==> src/rtl/core/enig_pkg.sv <==
// Shared types, rotor wiring tables and modular helpers for the rotor cipher.
`timescale 1ns / 1ps
`default_nettype none

package enig_pkg;

  localparam int unsigned LETTER_W = 5;
  localparam int unsigned ALPHA = 26;
  localparam int unsigned NUM_PASS = 7;
  localparam int unsigned CFG_IDX_W = 2;

  typedef logic [LETTER_W-1:0] letter_t;
  typedef logic [LETTER_W:0] letter_ext_t;
  typedef letter_t wiring_t [ALPHA];

  localparam letter_ext_t ALPHA_X = 6'd26;
  localparam letter_ext_t RIGHT_STEP_X = 6'd4;

  localparam logic [CFG_IDX_W-1:0] CFG_RIGHT_START = 2'd0;
  localparam logic [CFG_IDX_W-1:0] CFG_MIDDLE_START = 2'd1;
  localparam logic [CFG_IDX_W-1:0] CFG_LEFT_START = 2'd2;

  localparam logic [2:0] PASS_BETA_FWD = 3'd0;
  localparam logic [2:0] PASS_III_FWD = 3'd1;
  localparam logic [2:0] PASS_GAMMA_FWD = 3'd2;
  localparam logic [2:0] PASS_REFL = 3'd3;
  localparam logic [2:0] PASS_GAMMA_BWD = 3'd4;
  localparam logic [2:0] PASS_III_BWD = 3'd5;
  localparam logic [2:0] PASS_BETA_BWD = 3'd6;

  localparam wiring_t BETA_FWD = '{
    5'd11, 5'd4, 5'd24, 5'd9, 5'd21, 5'd2, 5'd13, 5'd8, 5'd23, 5'd22, 5'd15, 5'd1, 5'd16,
    5'd12, 5'd3, 5'd17, 5'd19, 5'd0, 5'd10, 5'd25, 5'd6, 5'd5, 5'd20, 5'd7, 5'd14, 5'd18};
  localparam wiring_t BETA_BWD = '{
    5'd17, 5'd11, 5'd5, 5'd14, 5'd1, 5'd21, 5'd20, 5'd23, 5'd7, 5'd3, 5'd18, 5'd0, 5'd13,
    5'd6, 5'd24, 5'd10, 5'd12, 5'd15, 5'd25, 5'd16, 5'd22, 5'd4, 5'd9, 5'd8, 5'd2, 5'd19};
  localparam wiring_t III_FWD = '{
    5'd1, 5'd3, 5'd5, 5'd7, 5'd9, 5'd11, 5'd2, 5'd15, 5'd17, 5'd19, 5'd23, 5'd21, 5'd25,
    5'd13, 5'd24, 5'd4, 5'd8, 5'd22, 5'd6, 5'd0, 5'd10, 5'd12, 5'd20, 5'd18, 5'd16, 5'd14};
  localparam wiring_t III_BWD = '{
    5'd19, 5'd0, 5'd6, 5'd1, 5'd15, 5'd2, 5'd18, 5'd3, 5'd16, 5'd4, 5'd20, 5'd5, 5'd21,
    5'd13, 5'd25, 5'd7, 5'd24, 5'd8, 5'd23, 5'd9, 5'd22, 5'd11, 5'd17, 5'd10, 5'd14, 5'd12};
  localparam wiring_t GAMMA_FWD = '{
    5'd5, 5'd18, 5'd14, 5'd10, 5'd0, 5'd13, 5'd20, 5'd4, 5'd17, 5'd7, 5'd12, 5'd1, 5'd19,
    5'd8, 5'd24, 5'd2, 5'd22, 5'd11, 5'd16, 5'd15, 5'd25, 5'd23, 5'd21, 5'd6, 5'd9, 5'd3};
  localparam wiring_t GAMMA_BWD = '{
    5'd4, 5'd11, 5'd15, 5'd25, 5'd7, 5'd0, 5'd23, 5'd9, 5'd13, 5'd24, 5'd3, 5'd17, 5'd10,
    5'd5, 5'd2, 5'd19, 5'd18, 5'd8, 5'd1, 5'd12, 5'd6, 5'd22, 5'd16, 5'd21, 5'd14, 5'd20};
  localparam wiring_t REFL = '{
    5'd5, 5'd21, 5'd15, 5'd9, 5'd8, 5'd0, 5'd14, 5'd24, 5'd4, 5'd3, 5'd17, 5'd25, 5'd23,
    5'd22, 5'd6, 5'd2, 5'd19, 5'd10, 5'd20, 5'd16, 5'd18, 5'd1, 5'd13, 5'd12, 5'd7, 5'd11};

  // letter plus rotor positions, carried from the stepper through every pass
  typedef struct packed {
    letter_t x;
    letter_t r;
    letter_t m;
    letter_t l;
  } enig_item_t;

  typedef struct packed {
    logic full;
    logic empty;
  } enig_qstat_t;

  // both operands below 26
  function automatic letter_t mod_add(letter_t a, letter_t b);
    letter_ext_t s;
    s = {1'b0, a} + {1'b0, b};
    if (s >= ALPHA_X) begin
      s = s - ALPHA_X;
    end
    return s[LETTER_W-1:0];
  endfunction

  function automatic letter_t mod_sub(letter_t a, letter_t b);
    letter_ext_t s;
    if (a >= b) begin
      s = {1'b0, a} - {1'b0, b};
    end else begin
      s = {1'b0, a} + ALPHA_X - {1'b0, b};
    end
    return s[LETTER_W-1:0];
  endfunction

  // one trip through a rotor or the reflector, with position offset
  function automatic enig_item_t enig_pass(logic [2:0] code, enig_item_t it);
    enig_item_t o;
    letter_t pos;
    letter_t e;
    letter_t w;
    o = it;
    case (code)
      PASS_BETA_FWD, PASS_BETA_BWD: pos = it.r;
      PASS_III_FWD, PASS_III_BWD: pos = it.m;
      PASS_GAMMA_FWD, PASS_GAMMA_BWD: pos = it.l;
      default: pos = '0;
    endcase
    e = mod_add(it.x, pos);
    case (code)
      PASS_BETA_FWD: w = BETA_FWD[e];
      PASS_III_FWD: w = III_FWD[e];
      PASS_GAMMA_FWD: w = GAMMA_FWD[e];
      PASS_REFL: w = REFL[e];
      PASS_GAMMA_BWD: w = GAMMA_BWD[e];
      PASS_III_BWD: w = III_BWD[e];
      PASS_BETA_BWD: w = BETA_BWD[e];
      default: w = e;
    endcase
    o.x = mod_sub(w, pos);
    return o;
  endfunction

endpackage

`default_nettype wire

==> src/rtl/core/enig_front.sv <==
// Front end: start registers, rotor stepping and transaction intake.
`timescale 1ns / 1ps
`default_nettype none

module enig_front
  import enig_pkg::*;
(
  input  wire logic                 clk,
  input  wire logic                 rst_n,
  input  wire logic                 cfg_we,
  input  wire logic [CFG_IDX_W-1:0] cfg_index,
  input  wire logic [LETTER_W-1:0]  cfg_data,
  input  wire logic                 in_valid,
  output logic                      in_stall,
  input  wire logic [LETTER_W-1:0]  in_plain_letter,
  input  wire logic                 q_full,
  output logic                      push,
  output enig_item_t                push_item
);

  letter_t right_start_r, middle_start_r, left_start_r;
  letter_t right_start_nxt, middle_start_nxt, left_start_nxt;
  letter_t right_pos_r, middle_pos_r, left_pos_r;
  letter_t right_pos_nxt, middle_pos_nxt, left_pos_nxt;

  letter_ext_t r_sum, m_sum, l_sum, x_ext;
  logic        carry_m, carry_l, reload;
  letter_t     r_step, m_step, l_step, x_mod;

  assign in_stall = q_full;
  assign push     = in_valid && !in_stall;

  always_comb begin
    r_sum   = {1'b0, right_pos_r} + RIGHT_STEP_X;
    carry_m = (r_sum >= ALPHA_X);
    r_step  = carry_m ? 5'(r_sum - ALPHA_X) : r_sum[LETTER_W-1:0];
    m_sum   = {1'b0, middle_pos_r} + {5'd0, carry_m};
    carry_l = (m_sum >= ALPHA_X);
    m_step  = carry_l ? 5'(m_sum - ALPHA_X) : m_sum[LETTER_W-1:0];
    l_sum   = {1'b0, left_pos_r} + {5'd0, carry_l};
    l_step  = (l_sum >= ALPHA_X) ? 5'(l_sum - ALPHA_X) : l_sum[LETTER_W-1:0];
    x_ext   = {1'b0, in_plain_letter};
    x_mod   = (x_ext >= ALPHA_X) ? 5'(x_ext - ALPHA_X) : in_plain_letter;
  end

  assign push_item = '{x: x_mod, r: r_step, m: m_step, l: l_step};

  always_comb begin
    right_start_nxt  = right_start_r;
    middle_start_nxt = middle_start_r;
    left_start_nxt   = left_start_r;
    right_pos_nxt    = right_pos_r;
    middle_pos_nxt   = middle_pos_r;
    left_pos_nxt     = left_pos_r;
    reload           = 1'b0;
    if (cfg_we) begin
      case (cfg_index)
        CFG_RIGHT_START: begin
          right_start_nxt = cfg_data;
          reload = 1'b1;
        end
        CFG_MIDDLE_START: begin
          middle_start_nxt = cfg_data;
          reload = 1'b1;
        end
        CFG_LEFT_START: begin
          left_start_nxt = cfg_data;
          reload = 1'b1;
        end
        default: reload = 1'b0;
      endcase
      if (reload) begin
        right_pos_nxt  = right_start_nxt;
        middle_pos_nxt = middle_start_nxt;
        left_pos_nxt   = left_start_nxt;
      end
    end else if (push) begin
      right_pos_nxt  = r_step;
      middle_pos_nxt = m_step;
      left_pos_nxt   = l_step;
    end
  end

  always_ff @(posedge clk) begin
    if (!rst_n) begin
      right_start_r  <= '0;
      middle_start_r <= '0;
      left_start_r   <= '0;
      right_pos_r    <= '0;
      middle_pos_r   <= '0;
      left_pos_r     <= '0;
    end else begin
      right_start_r  <= right_start_nxt;
      middle_start_r <= middle_start_nxt;
      left_start_r   <= left_start_nxt;
      right_pos_r    <= right_pos_nxt;
      middle_pos_r   <= middle_pos_nxt;
      left_pos_r     <= left_pos_nxt;
    end
  end

endmodule

`default_nettype wire

==> src/rtl/core/enig_queue.sv <==
// Small FIFO between the stepping front end and the cipher pipeline.
`timescale 1ns / 1ps
`default_nettype none

module enig_queue
  import enig_pkg::*;
#(
  parameter int unsigned DEPTH = 4
) (
  input  wire logic        clk,
  input  wire logic        rst_n,
  input  wire logic        push,
  input  enig_item_t       push_item,
  input  wire logic        pop,
  output enig_item_t       head,
  output enig_qstat_t      stat
);

  localparam int unsigned AW = (DEPTH > 1) ? $clog2(DEPTH) : 1;
  localparam int unsigned CW = $clog2(DEPTH + 1);
  localparam logic [AW-1:0] LAST = AW'(DEPTH - 1);
  localparam logic [CW-1:0] FULL_CNT = CW'(DEPTH);

  enig_item_t      store_r [DEPTH];
  logic [AW-1:0]   wr_ptr_r, rd_ptr_r, wr_ptr_nxt, rd_ptr_nxt;
  logic [CW-1:0]   count_r, count_nxt;

  assign head       = store_r[rd_ptr_r];
  assign stat.full  = (count_r == FULL_CNT);
  assign stat.empty = (count_r == '0);

  always_comb begin
    wr_ptr_nxt = wr_ptr_r;
    rd_ptr_nxt = rd_ptr_r;
    count_nxt  = count_r;
    if (push) begin
      wr_ptr_nxt = (wr_ptr_r == LAST) ? '0 : wr_ptr_r + 1'b1;
    end
    if (pop) begin
      rd_ptr_nxt = (rd_ptr_r == LAST) ? '0 : rd_ptr_r + 1'b1;
    end
    case ({push, pop})
      2'b10: count_nxt = count_r + 1'b1;
      2'b01: count_nxt = count_r - 1'b1;
      default: count_nxt = count_r;
    endcase
  end

  always_ff @(posedge clk) begin
    if (!rst_n) begin
      wr_ptr_r <= '0;
      rd_ptr_r <= '0;
      count_r  <= '0;
    end else begin
      wr_ptr_r <= wr_ptr_nxt;
      rd_ptr_r <= rd_ptr_nxt;
      count_r  <= count_nxt;
    end
  end

  always_ff @(posedge clk) begin
    if (push) begin
      store_r[wr_ptr_r] <= push_item;
    end
  end

endmodule

`default_nettype wire

==> src/rtl/core/enig_back.sv <==
// Cipher pipeline: one rotor or reflector pass per stage, last stage drives the output.
`timescale 1ns / 1ps
`default_nettype none

module enig_back
  import enig_pkg::*;
(
  input  wire logic                clk,
  input  wire logic                rst_n,
  input  wire logic                q_valid,
  input  enig_item_t               q_head,
  output logic                     q_pop,
  output logic                     out_valid,
  input  wire logic                out_stall,
  output logic [LETTER_W-1:0]      out_cipher_letter
);

  logic [NUM_PASS-1:0] vld_r;
  enig_item_t          data_r [NUM_PASS];
  logic [NUM_PASS:0]   rdy;
  logic [NUM_PASS-1:0] stg_in_vld;
  enig_item_t          stg_in [NUM_PASS];

  always_comb begin
    rdy[NUM_PASS] = !out_stall;
    for (int i = NUM_PASS - 1; i >= 0; i--) begin
      rdy[i] = !vld_r[i] || rdy[i+1];
    end
  end

  always_comb begin
    stg_in_vld[0] = q_valid;
    stg_in[0]     = q_head;
    for (int i = 1; i < NUM_PASS; i++) begin
      stg_in_vld[i] = vld_r[i-1];
      stg_in[i]     = data_r[i-1];
    end
  end

  assign q_pop             = q_valid && rdy[0];
  assign out_valid         = vld_r[NUM_PASS-1];
  assign out_cipher_letter = data_r[NUM_PASS-1].x;

  always_ff @(posedge clk) begin
    if (!rst_n) begin
      vld_r <= '0;
    end else begin
      for (int i = 0; i < NUM_PASS; i++) begin
        if (rdy[i]) begin
          vld_r[i] <= stg_in_vld[i];
        end
      end
    end
  end

  always_ff @(posedge clk) begin
    for (int i = 0; i < NUM_PASS; i++) begin
      if (rdy[i] && stg_in_vld[i]) begin
        data_r[i] <= enig_pass(3'(i), stg_in[i]);
      end
    end
  end

endmodule

`default_nettype wire

==> src/rtl/core/three_rotor_enigma_cipher.sv <==
// Top level of the three-rotor letter cipher.
//
//   channel  direction  handshake            payload
//   in       input      in_valid / in_stall  in_plain_letter[4:0]
//   out      output     out_valid/out_stall  out_cipher_letter[4:0]
//   cfg      input      cfg_we               cfg_index[1:0], cfg_data[4:0]
//
// One transaction per cycle sustained while out_stall is low. An accepted transaction
// is written to the queue at the accept edge, then goes through seven pass stages, the
// last being the output register. Rotor stepping is a registered front-end update.
// Reset (synchronous, active low) clears start registers, positions, queue and pipeline.
// in_stall rises only when the queue is full; out_stall freezes the pass pipeline.
`timescale 1ns / 1ps
`default_nettype none

module three_rotor_enigma_cipher
  import enig_pkg::*;
#(
  parameter int unsigned QUEUE_DEPTH = 4
) (
  input  wire logic                 clk,
  input  wire logic                 rst_n,
  input  wire logic                 cfg_we,
  input  wire logic [CFG_IDX_W-1:0] cfg_index,
  input  wire logic [LETTER_W-1:0]  cfg_data,
  input  wire logic                 in_valid,
  output logic                      in_stall,
  input  wire logic [LETTER_W-1:0]  in_plain_letter,
  output logic                      out_valid,
  input  wire logic                 out_stall,
  output logic [LETTER_W-1:0]       out_cipher_letter
);

  logic        push, pop;
  enig_item_t  push_item, q_head;
  enig_qstat_t q_stat;

  enig_front u_front (
    .clk             (clk),
    .rst_n           (rst_n),
    .cfg_we          (cfg_we),
    .cfg_index       (cfg_index),
    .cfg_data        (cfg_data),
    .in_valid        (in_valid),
    .in_stall        (in_stall),
    .in_plain_letter (in_plain_letter),
    .q_full          (q_stat.full),
    .push            (push),
    .push_item       (push_item)
  );

  enig_queue #(
    .DEPTH (QUEUE_DEPTH)
  ) u_queue (
    .clk       (clk),
    .rst_n     (rst_n),
    .push      (push),
    .push_item (push_item),
    .pop       (pop),
    .head      (q_head),
    .stat      (q_stat)
  );

  enig_back u_back (
    .clk               (clk),
    .rst_n             (rst_n),
    .q_valid           (!q_stat.empty),
    .q_head            (q_head),
    .q_pop             (pop),
    .out_valid         (out_valid),
    .out_stall         (out_stall),
    .out_cipher_letter (out_cipher_letter)
  );

`ifndef ASSERT_OFF
  a_letter_range: assert property (@(posedge clk) disable iff (!rst_n)
    out_valid |-> (out_cipher_letter < 5'd26))
    else $error("cipher letter out of range");

  a_push_lands: assert property (@(posedge clk) disable iff (!rst_n)
    (in_valid && !in_stall) |=> !q_stat.empty)
    else $error("accepted transaction missing from queue");

  a_reset_clears: assert property (@(posedge clk)
    !rst_n |=> (!out_valid && q_stat.empty))
    else $error("pipeline or queue not cleared by reset");
`endif

endmodule

`default_nettype wire

==> config.mk <==
export PLATFORM = sky130hd
export DESIGN_NAME = three_rotor_enigma_cipher
export DESIGN_NICKNAME = d
export VERILOG_FILES = /design/src/rtl/core/enig_pkg.sv /design/src/rtl/core/enig_front.sv /design/src/rtl/core/enig_queue.sv /design/src/rtl/core/enig_back.sv /design/src/rtl/core/three_rotor_enigma_cipher.sv
export SDC_FILE = /design/constraint.sdc
export NUM_CORES = 1
export LEC_CHECK = 0
export CORE_MARGIN = 2
export CORE_UTILIZATION = 50
export DETAILED_ROUTE_END_ITERATION = 16
export DONT_BUFFER_PORTS = 1
export PLACE_DENSITY_LB_ADDON = 0.15
export SYNTH_ARGS = -nofsm -noshare
export SYNTH_HDL_FRONTEND = slang
export SYNTH_SLANG_ARGS = --single-unit
==> constraint.sdc <==
create_clock -name clk -period 7.3 [get_ports clk]
set_input_delay 0.365 -clock clk [delete_from_list [all_inputs] [get_ports clk]]
set_output_delay 0.365 -clock clk [all_outputs]
set_load 0.02 [all_outputs]
==> Word-level counts from Yosys, hierarchy flattened <==
Memories as Yosys holds them, arrays and structs flattened. A register that Yosys moved wholly into a read port is not among the register bits.
Cells that the tools add are included.
{ "classes": {"addsub": 46, "n_lt_le_gt_ge": 25, "eq_ne": 8, "mux": 95, "n_bitwise": 7, "n_reduce_logical": 31} }
{ "ops": {"columns": ["operator", "n"], "rows": [
  ["$mux W5", 72],
  ["$sub A5 B5 Y5", 14],
  ["$ge A6 B5 Y1 const B", 10],
  ["$sub A5 B5 Y5 const B", 11],
  ["$add A5 B5 Y6", 7],
  ["$ge A6 B6 Y1 const B", 7],
  ["$not A5 Y6", 7],
  ["$add A5 B5 Y5 const B", 7],
  ["$ge A5 B5 Y1", 7],
  ["$mux W1", 18],
  ["$add A5 B1 Y6", 2],
  ["$logic_not A1 Y1", 10],
  ["$eq A2 B2 Y1 const B", 4],
  ["$logic_and A1 B1 Y1", 8],
  ["$mux W2", 4],
  ["$logic_or A1 B1 Y1", 7],
  ["$add A5 B3 Y6 const B", 1],
  ["$pmux W3 S2", 1],
  ["$ge A5 B5 Y1 const B", 1],
  ["$add A2 B1 Y2 const B", 2],
  ["$eq A2 B1 Y1 const B", 2],
  ["$reduce_bool A2 Y1", 2],
  ["$add A3 B1 Y3 const B", 1],
  ["$eq A3 B3 Y1 const B", 1],
  ["6 further kinds", 6]
]} }
{ "totals": {"regBits": 44, "ram_bits": 220, "romBits": 1120, "inputBits": 17, "n_memories": 9} }
{ "mem_list": {"columns": ["memory", "depth", "word_bits", "read_ports", "rd_ports_with_merged_regs", "write_ports", "line", "source"], "rows": [
  ["(no name shown)", 32, 5, 1, 0, 0, "enig_pkg.sv:102", "PASS_III_FWD: w = III_FWD[e];"],
  ["(no name shown)", 32, 5, 1, 0, 0, "enig_pkg.sv:103", "PASS_GAMMA_FWD: w = GAMMA_FWD[e];"],
  ["(no name shown)", 32, 5, 1, 0, 0, "enig_pkg.sv:104", "PASS_REFL: w = REFL[e];"],
  ["(no name shown)", 32, 5, 1, 0, 0, "enig_pkg.sv:105", "PASS_GAMMA_BWD: w = GAMMA_BWD[e];"],
  ["(no name shown)", 32, 5, 1, 0, 0, "enig_pkg.sv:106", "PASS_III_BWD: w = III_BWD[e];"],
  ["(no name shown)", 32, 5, 1, 0, 0, "enig_pkg.sv:107", "PASS_BETA_BWD: w = BETA_BWD[e];"],
  ["3 more memories", null, null, null, null, null, null, null]
]} }

==> Depth between registers and ports, before layout <==
Gate-level depths: netlist (run 1).
{ "depth": {"word_depth": 23, "depth_mapped": 23} }

==> Cells and area by module <==
A second synthesis (run 1) with hierarchy kept.
{ "unflattened": {"hier_cells": 1467, "area_unflattened_um2": 15715.1} }
{ "modules_own_cells": {"columns": ["mod", "instances", "cells_each", "area_each_um2", "seq_area_each_um2"], "rows": [
  ["enig_back", 1, 964, 9815.7, 3443.3],
  ["enig_queue", 1, 151, 3349.5, 2582.5],
  ["enig_front", 1, 351, 2546.2, 600.6],
  ["three_rotor_enigma_cipher", 1, 1, 3.8, 0.0]
]} }

==> Least setup slack after synthesis (run 1) <==
OpenSTA, ideal clock, no wires.
{ "synth_path": {"path_type": "reg2reg", "start": "register (tool-made name)", "end": "memory u_back.data_r[0][19] (netlist bit), data pin", "setup_ps": 258, "arrival_ps": 5168, "required_ps": 7042, "slack_ps": 1875, "path_stages_with_launch": 22, "n_path_buf": 1, "cell_sequence": "dfxtp_1 -> clkbuf_1 -> mux4_2 -> ha_1 -> fa_1 -> xnor2_1 -> a211oi_1 -> a21boi_2 -> xnor2_2 -> ha_1 -> nor2_1 -> a211o_1 -> a32oi_1 -> ha_1 -> inv_1 -> nor2_1 -> o21ai_0 -> o311ai_0 -> a21o_1 -> a21o_1 -> mux2i_1 -> xnor2_1"} }
{ "synth_lines": {"columns": ["element", "line", "source"], "rows": [
  ["end: declaration", "enig_back.sv:19", "enig_item_t data_r [NUM_PASS];"]
]} }

==> results of run 1 <==
-- registers in the layout (all words and copies together) (netlist names), named ones only --
name and count:
u_back.data_r 110, u_back.vld_r 7, u_front.left_pos_r 5, u_front.left_start_r 5, u_front.middle_pos_r 5, u_front.middle_start_r 5, u_front.right_pos_r 5, u_front.right_start_r 5
u_queue.count_r 3, u_queue.rd_ptr_r 2, u_queue.store_r 80, u_queue.wr_ptr_r 2
-- placed cells by master, fill, tap and decap left out, types with 6 or more instances in the layout --
master | Yosys | final
a211o_1 | 8 | 8
a211oi_1 | 16 | 16
a21boi_0 | 25 | 23
a21o_1 | 30 | 30
a21oi_1 | 64 | 63
a31oi_1 | 18 | 18
and2_1 | 13 | 13
and3_1 | 8 | 8
buf_4 | 0 | 7
clkbuf_16 | 0 | 25
dfxtp_1 | 46 | 46
dlygate4sd3_1 | 0 | 6
edfxtp_1 | 190 | 190
fa_1 | 25 | 25
ha_1 | 150 | 150
inv_1 | 131 | 131
mux2_2 | 21 | 21
mux2i_1 | 43 | 43
mux4_2 | 20 | 20
nand2_1 | 109 | 109
nand2b_1 | 12 | 12
nand3_1 | 17 | 17
nor2_1 | 58 | 58
nor2b_1 | 16 | 14
nor3_1 | 17 | 17
o211ai_1 | 17 | 17
o21a_1 | 17 | 17
o21ai_0 | 79 | 79
o22ai_1 | 9 | 9
o311ai_0 | 7 | 7
o31ai_1 | 14 | 14
or2_2 | 8 | 8
or3_1 | 7 | 7
xnor2_1 | 46 | 46
xor2_1 | 23 | 23
-- worst paths after layout --
path	to	from	slack, ns
worst max-delay path	u_back.data_r[0][19]	flop	1.46
worst min-delay path	u_queue.rd_ptr_r[0]	rst_n	0.03
worst max register to register	u_back.data_r[0][19]	flop	1.46
worst min register to register	u_back.data_r[3][8]	u_back.data_r[2][8]	0.40
-- layer usage --
layer | global-route usage (%) | vias up | wire, um
met1 | 22.8 | 4771 | 12800
met3 | 1.99 | 34 | 710
met2 | 30.0 | 108 | 13700
met5 | 0 | - | 0
li1 | - | 5115 | -
met4 | 3.48 | 0 | 357
-- synthesized netlist by cell type (4+ instances only) --
cell type  instances
and3_1             8
mux2i_1           43
a211oi_1          16
edfxtp_1         190
o21ai_0           79
o21bai_1           5
mux2_2            21
o21a_1            17
xor2_1            23
inv_1            131
a31oi_1           18
or2_2              8
nor2b_1           16
nand3_1           17
buf_2              5
o211ai_1          17
o22ai_1            9
a21boi_0          25
o31ai_1           14
a211o_1            8
nand2_1          109
mux4_2            20
a21oi_1           64
xnor2_1           46
nor2_1            58
nand4_1            4
a22o_1             5
and2_1            13
o221ai_1           5
a21o_1            30
nand2b_1          12
fa_1              25
nor3_1            17
o31a_1             5
clkbuf_1          38
or3_1              7
ha_1             150
dfxtp_1           46
o311ai_0           7
a22oi_1            4
o211a_1            5
-- kinds of logic after synthesis --
logic type	share of synthesized area, %
adders and majority gates	15.5
AOI/OAI and AO/OA	16.6
buffers and inverters	4.41
muxes	7.65
and+or+nand+nor	8.48
xor gates and xnor gates	4.35
DFF	43.1
-- cell type report --
class	count	area, um2	share of cell area, %
clock buffer	27	633	3.81
timing repair buffer	14	133	0.797
sequential	236	6630	39.8
inverter	132	495	2.98
tap	396	495	2.98
clock inverter	19	153	0.918
multi-input combinational	987	8100	48.7
-- metrics by stage --
step,area (um2),setup WS (ns),std cells
6_report,16600,1.46,1811
5_1_grt,16600,1.02,1811
4_1_cts,16600,1.42,1811
3_5_place_dp,15800,1.47,1758
3_3_place_gp,15800,1.58,1758
2_1_floorplan,15400,1.87,1400
-- repair_timing --
action | in CTS | in global routing
resized for setup | 0 | 0
hold buffers | 7 | 0
endpoints found under the setup margin | 0 | 0
buffers inserted | 0 | 0
endpoints found under the hold margin | 48 | 0
==> impl_metrics.json, run 1 <==
{
  "setup_violations": 0,
  "outcome": "finished, final reports clean",
  "grt_pass1_wl_mm": 46.8,
  "crit_type": "flop to flop",
  "max_freq_mhz": 171,
  "grt_antenna_before_repair": 0,
  "critPathBufInv": 2,
  "die_w_um": 179,
  "die_y_um": 179,
  "syn_area_um2": 15400,
  "cts_tree": "built",
  "slowest_stage": "dfxtp_1",
  "wl_per_cell_um": 15.2,
  "hold_class": "input pin to flop",
  "crit_top_cell": "ha_1",
  "dpl.hpwl_mm": 20.1,
  "synth.distinct_cells": 80,
  "gp_congestion": 0.789,
  "synth_edf_count": 190,
  "firstDrtPassIters": 6,
  "synth_flop_cell": "edfxtp_1",
  "worst_pin_slew_ns": 1.12,
  "ant_nets": 0,
  "slew_headroom_pct": 25.2,
  "rsz0062_at_grt": "false",
  "holdWs_ns": 0.0350,
  "ys_ff_latch": 236,
  "ys_seq_area_share_pct": 43.1,
  "cp.depth": 21,
  "skew_ns": 0.0275,
  "slew_violations": 0,
  "htreeDepth": 1,
  "path_clk_slew_ns": 0.06,
  "synth_top_area_share_pct": 37.1,
  "period_minus_slack_ns": 5.84,
  "grt_overflow_total": 0,
  "fin_tns_setup_ns": 0,
  "numCtsBuffers": 25,
  "cp.arrival_ns": 6.11,
  "critPathMaxStageDelay_ns": 0.54,
  "initial_core_util_pct": 50.6,
  "wl_mm": 27.5,
  "drive_above_1_share_pct": 8.69,
  "die_area_um2": 32200,
  "grt_util_all_layers_pct": 17.0,
  "fin_util_pct": 54.7,
  "drtIter0Drc": 597,
  "rows": 64,
  "root_buffer": "clkbuf_16",
  "crit_path_end_kind": "flop",
  "synth_warnings": 0,
  "yosys.area.top_type": "edfxtp_1",
  "n_antenna_cell": 0,
  "grt_max_degree": 43,
  "vias_per_cell": 5.54,
  "ios": 24,
  "fin_nets": 1588,
  "synthCells": 1400,
  "cpLargestDelayFamily": "compound AO/OA/AOI/OAI gates",
  "via_count": 10028,
  "fillers": 2664,
  "hold-path-cell-count": 1,
  "synth_nets": 1592,
  "crit_fanout": 9,
  "synth.area.top_cells": "edfxtp_1 (37%), ha_1 (12%), dfxtp_1 (6.0%), fa_1 (3.3%), inv_1 (3.2%)",
  "grt_pass1_vias": 9741,
  "startpoint_type": "flop",
  "cts_num_sinks": 236,
  "worstSkewPairLatency_ns": 0.53,
  "min_period_over_period_pct": 80.0,
  "drc": 0,
  "avgSynthCellArea_um2": 11.0,
  "area_delta_synth_final_pct": 8.13,
  "clockBufferDepth": 3,
  "rr_worst_depth": 21,
  "async_flop_share_pct": 0,
  "hold_viol_final": 0,
  "coreArea_um2": 30400,
  "portBuffers": 0,
  "path_cells": "buf_4, mux4_2, ha_1, fa_1, xnor2_1, a211oi_1, a21boi_2, xnor2_2, ha_1, nor2_1, a211o_1, a32oi_1, ha_1, inv_1, nor2_1, o21ai_0, o311ai_0, a21o_1, a21o_1, mux2i_1, xnor2_1",
  "required_ns": 7.57,
  "maxCapViolCount": 0
}
Power of run 1 is not shown: default switching activity piles up to over one toggle a cycle in this logic, so the estimate is an artifact.
==> inputs of run 2 (changes only) <==
clock period = 5.5 ns   (was 7.3 ns; I/O delays follow)
==> impl_metrics.json, run 2 (synthesized netlist as in run 1, its figures left out) <==
{
  "outcome": "finished, final reports clean",
  "r2r-end": "u_back.data_r[0][19]",
  "grt_pass1_wl_mm": 48.1,
  "wl_mm": 28.1,
  "cpLargestDelayFamily": "compound AO/OA/AOI/OAI gates",
  "wl_per_cell_um": 15.3,
  "grt_pass1_vias": 9927,
  "rr_worst_depth": 22,
  "maxCapViolCount": 0,
  "drc": 0,
  "initial_core_util_pct": 50.6,
  "slew_violations": 0,
  "cts_num_sinks": 236,
  "area_delta_synth_final_pct": 9.81,
  "die_area_um2": 32200,
  "layout_setup_ws_ns": 0.324,
  "die_w_um": 179,
  "ant_nets": 0,
  "fillers": 2619,
  "period_minus_slack_ns": 5.18,
  "htreeDepth": 1,
  "vias_per_cell": 5.52,
  "slowest_stage": "mux4_2",
  "drive_above_1_share_pct": 10.8,
  "largest_reg_flops": 110,
  "cp.depth": 22,
  "root_buffer": "clkbuf_16",
  "setup_violations": 0,
  "slew_headroom_pct": 27.4,
  "clockBufferDepth": 3,
  "firstDrtPassIters": 6,
  "startpoint_type": "flop",
  "coreArea_um2": 30400,
  "crit_fanout": 7,
  "rows": 64,
  "worstSkewPairLatency_ns": 0.53,
  "hold_viol_final": 0,
  "grt_overflow_total": 0,
  "max_freq_mhz": 193,
  "top_register": "u_back.data_r",
  "numCtsBuffers": 24,
  "fin_util_pct": 55.5,
  "dpl.hpwl_mm": 20.6,
  "final_cell_mix": "edfxtp_1 (190), ha_1 (147), inv_1 (131)",
  "largestRegisters": "u_back.data_r x110, u_queue.store_r x80, u_back.vld_r x7",
  "worst-r2r-setup-slack_ns": 0.32,
  "critPathMaxStageDelay_ns": 0.54,
  "drtIter0Drc": 617,
  "dpl_cell_area_um2": 15900,
  "path_clk_slew_ns": 0.06,
  "crit_path_end_kind": "flop",
  "cts_tree": "built",
  "grt_util_all_layers_pct": 17.6,
  "die_y_um": 179,
  "crit_type": "flop to flop",
  "n_antenna_cell": 0,
  "worst_pin_slew_ns": 1.09,
  "cp.arrival_ns": 5.44,
  "fin_area_um2": 16900,
  "hold_class": "input pin to flop",
  "min_period_over_period_pct": 94.1,
  "grt_antenna_before_repair": 0,
  "final_common_cell": "edfxtp_1",
  "required_ns": 5.76,
  "critPathBufInv": 2,
  "crit_top_cell": "nor2_1",
  "gp_congestion": 0.816,
  "grt_max_degree": 51,
  "via_count": 10145,
  "ios": 24,
  "fin_nets": 1615,
  "skew_ns": 0.0274,
  "portBuffers": 0,
  "path_cells": "buf_4, mux4_2, ha_2, fa_1, a211o_1, and3_1, nor2_1, a21boi_2, xnor2_2, ha_2, nor2_1, a211o_1, a32oi_1, ha_1, inv_1, nor2_1, o21ai_1, o311ai_1, a21o_1, a21o_1, mux2i_1, xnor2_1",
  "cp-endpoint": "u_back.data_r[0][19]",
  "dp_slack_ns": 0.126
}
## run 2: cell types whose count changed in the layout (fill, tap and decap cells not counted), moves of 3 or more
cell           change
clkbuf_8           +3
ha_1               -3
buf_4             +21
dlygate4sd3_1      +5
ha_2               +3
## run 2: metal layers
| layer | global-route usage [%] | share of wire (%) |
|---|---|---|
| met5 | 0 | 0 |
| met2 | 30.6 | 49 |
| met4 | 3.64 | 1.2 |
| met3 | 1.84 | 2.5 |
| met1 | 23.9 | 47 |
## run 2: worst min-delay path by stage
stage	startpoint	to	slack (ns)	cells past startpoint
2_1_floorplan	in_plain_letter[0]	u_queue.store_r[0][15]	0.37	0
3_3_place_gp	cfg_we	u_front.left_start_r[1]	0.37	1
3_5_place_dp	cfg_we	u_front.left_start_r[1]	0.37	1
4_1_cts	cfg_we	u_front.left_pos_r[2]	0.0005	2
5_1_grt	cfg_we	u_front.left_pos_r[2]	0.04	2
6_report	cfg_we	u_front.left_pos_r[2]	0.02	2
## run 2: cell type report
type	count	area (um2)	share of cell area [%]
multi-input cells	987	8140	48.2
flip-flops and latches	236	6630	39.2
clock buffers	29	649	3.84
inverters	132	495	2.93
well taps	396	495	2.93
repair buffers	42	372	2.20
clock inverters	15	111	0.659
## run 2: per-stage QoR
step / hold WS [ns] / std cells / TNS (ns)
floorplan: 0.374 / 1400 / 0
global placement: 0.369 / 1776 / 0
detailed placement: 0.373 / 1776 / 0
CTS: 0.000548 / 1833 / 0
global route: 0.0394 / 1837 / -0.0152
finish: 0.0249 / 1837 / 0
## run 2: timing repair
| item | CTS | global route |
|---|---|---|
| resized for setup | 0 | 15 |
| setup endpoints to repair | 0 | 10 |
| setup buffers | 0 | 4 |
| hold buffers | 13 | 0 |
| endpoints found under the hold margin | 52 | 0 |
Power of run 2 is left out for the same reason.
==> inputs of run 3 (changes only) <==
CTS_BUF_LIST = sky130_fd_sc_hd__clkbuf_16   (was not set)
REMOVE_ABC_BUFFERS = 1   (was not set)
==> impl_metrics.json, run 3 (synthesized netlist as in run 1, its figures left out) <==
{
  "vias_per_cell": 5.52,
  "largestRegisters": "u_back.data_r x110, u_queue.store_r x80, u_back.vld_r x7",
  "ios": 24,
  "portBuffers": 0,
  "startpoint_type": "flop",
  "holdWs_ns": 0.0191,
  "path_clk_slew_ns": 0.06,
  "max_freq_mhz": 191,
  "worst-r2r-setup-slack_ns": 0.27,
  "fin_util_pct": 56.0,
  "fin_tns_setup_ns": 0,
  "hold_viol_final": 0,
  "largest_reg_flops": 110,
  "cts_tree": "built",
  "grt_overflow_total": 0,
  "rr_worst_depth": 22,
  "maxCapViolCount": 0,
  "die_w_um": 179,
  "final_cell_mix": "edfxtp_1 (190), ha_1 (148), inv_1 (137)",
  "grt_pass1_vias": 9925,
  "worst_pin_slew_ns": 1.16,
  "hold_class": "input pin to flop",
  "die_y_um": 179,
  "period_minus_slack_ns": 5.23,
  "skew_ns": 0.0256,
  "htreeDepth": 1,
  "fin_nets": 1626,
  "cts_num_sinks": 236,
  "wl_per_cell_um": 15.4,
  "n_antenna_cell": 0,
  "cp.arrival_ns": 5.49,
  "slew_headroom_pct": 22.5,
  "required_ns": 5.76,
  "numCtsBuffers": 25,
  "via_count": 10199,
  "initial_core_util_pct": 50.6,
  "dpl_cell_area_um2": 15900,
  "grt_util_all_layers_pct": 17.3,
  "drtIter0Drc": 509,
  "crit_fanout": 8,
  "crit_type": "flop to flop",
  "worstSkewPairLatency_ns": 0.53,
  "gp_congestion": 0.830,
  "die_area_um2": 32200,
  "setup_violations": 0,
  "r2r-end": "u_back.data_r[0][19]",
  "grt_antenna_before_repair": 0,
  "dpl.hpwl_mm": 20.7,
  "min_period_over_period_pct": 95.0,
  "top_register": "u_back.data_r",
  "grt_max_degree": 52,
  "crit_path_end_kind": "flop",
  "coreArea_um2": 30400,
  "fillers": 2586,
  "hold_start": "cfg_we",
  "area_delta_synth_final_pct": 10.9,
  "hold_end": "u_front.left_start_r[2]",
  "drc": 0,
  "fin_area_um2": 17100,
  "firstDrtPassIters": 4,
  "rows": 64,
  "outcome": "finished, final reports clean",
  "root_buffer": "clkbuf_16",
  "clockBufferDepth": 3,
  "ant_nets": 0,
  "final_common_cell": "edfxtp_1",
  "wl_mm": 28.5,
  "grt_pass1_wl_mm": 47.6,
  "hold-path-cell-count": 2,
  "slew_violations": 0,
  "drive_above_1_share_pct": 11.4
}
run 3: metrics by stage:
step,worst slack (ns),std cells
6_report,0.274,1848
2_1_floorplan,-0.263,1355
3_3_place_gp,0.116,1777
3_5_place_dp,-0.0580,1777
5_1_grt,-0.0187,1848
4_1_cts,0.0137,1833
run 3: area by class of cell:
cell class              count  area, um2  area share, %
flip-flops and latches    236       6630           38.9
clock buffers              25        626           3.67
repair buffers             52        442           2.59
clock inverters            20        190           1.12
inverters                 132        495           2.91
well taps                 396        495           2.91
multi-input cells         987       8170           47.9
run 3: worst max path at each step:
stage	cells past startpoint	to	start
global placement	21	u_back.data_r[0][19]	flop
floorplan	19	u_back.data_r[0][19]	flop
global route	22	u_back.data_r[0][19]	flop
detailed placement	21	u_back.data_r[0][19]	flop
finish	22	u_back.data_r[0][19]	flop
CTS	21	u_back.data_r[0][19]	flop
run 3: layer usage:
| metal | global-route usage (%) | vias to the layer above | wire length [um] | share of wire [%] |
|---|---|---|---|---|
| met1 | 22.5 | 4867 | 13000 | 46 |
| met4 | 3.64 | 0 | 423 | 1.5 |
| met5 | 0 | - | 0 | 0 |
| met2 | 31.3 | 108 | 14400 | 51 |
| met3 | 1.84 | 33 | 649 | 2.3 |
| li1 | - | 5191 | - | - |
run 3: critical path: stages (launching register included):
cell and delay [ns]:
dfxtp_4 0.39, mux4_2 0.54, ha_1 0.26, fa_1 0.41
a211o_1 0.30, and3_1 0.21, nor2_1 0.12, a21boi_2 0.06
buf_4 0.16, xnor2_4 0.30, inv_1 0.10, ha_1 0.23
nor2_1 0.15, a21o_1 0.16, a32o_1 0.19, ha_1 0.22
inv_1 0.06, ha_1 0.27, a21o_1 0.18, a21oi_1 0.22
xnor2_1 0.16, mux2i_1 0.11, xnor2_1 0.14
run 3: timing repair:
item                                    CTS  global route
gates cloned                              0             0
endpoints found under the setup margin    3             9
setup buffers                             0            15
gates resized for setup                   2            16
hold endpoints to repair                 50             0
hold buffers                             11             0
pin swaps                                 0             4
Power of run 3 is left out for the same reason.
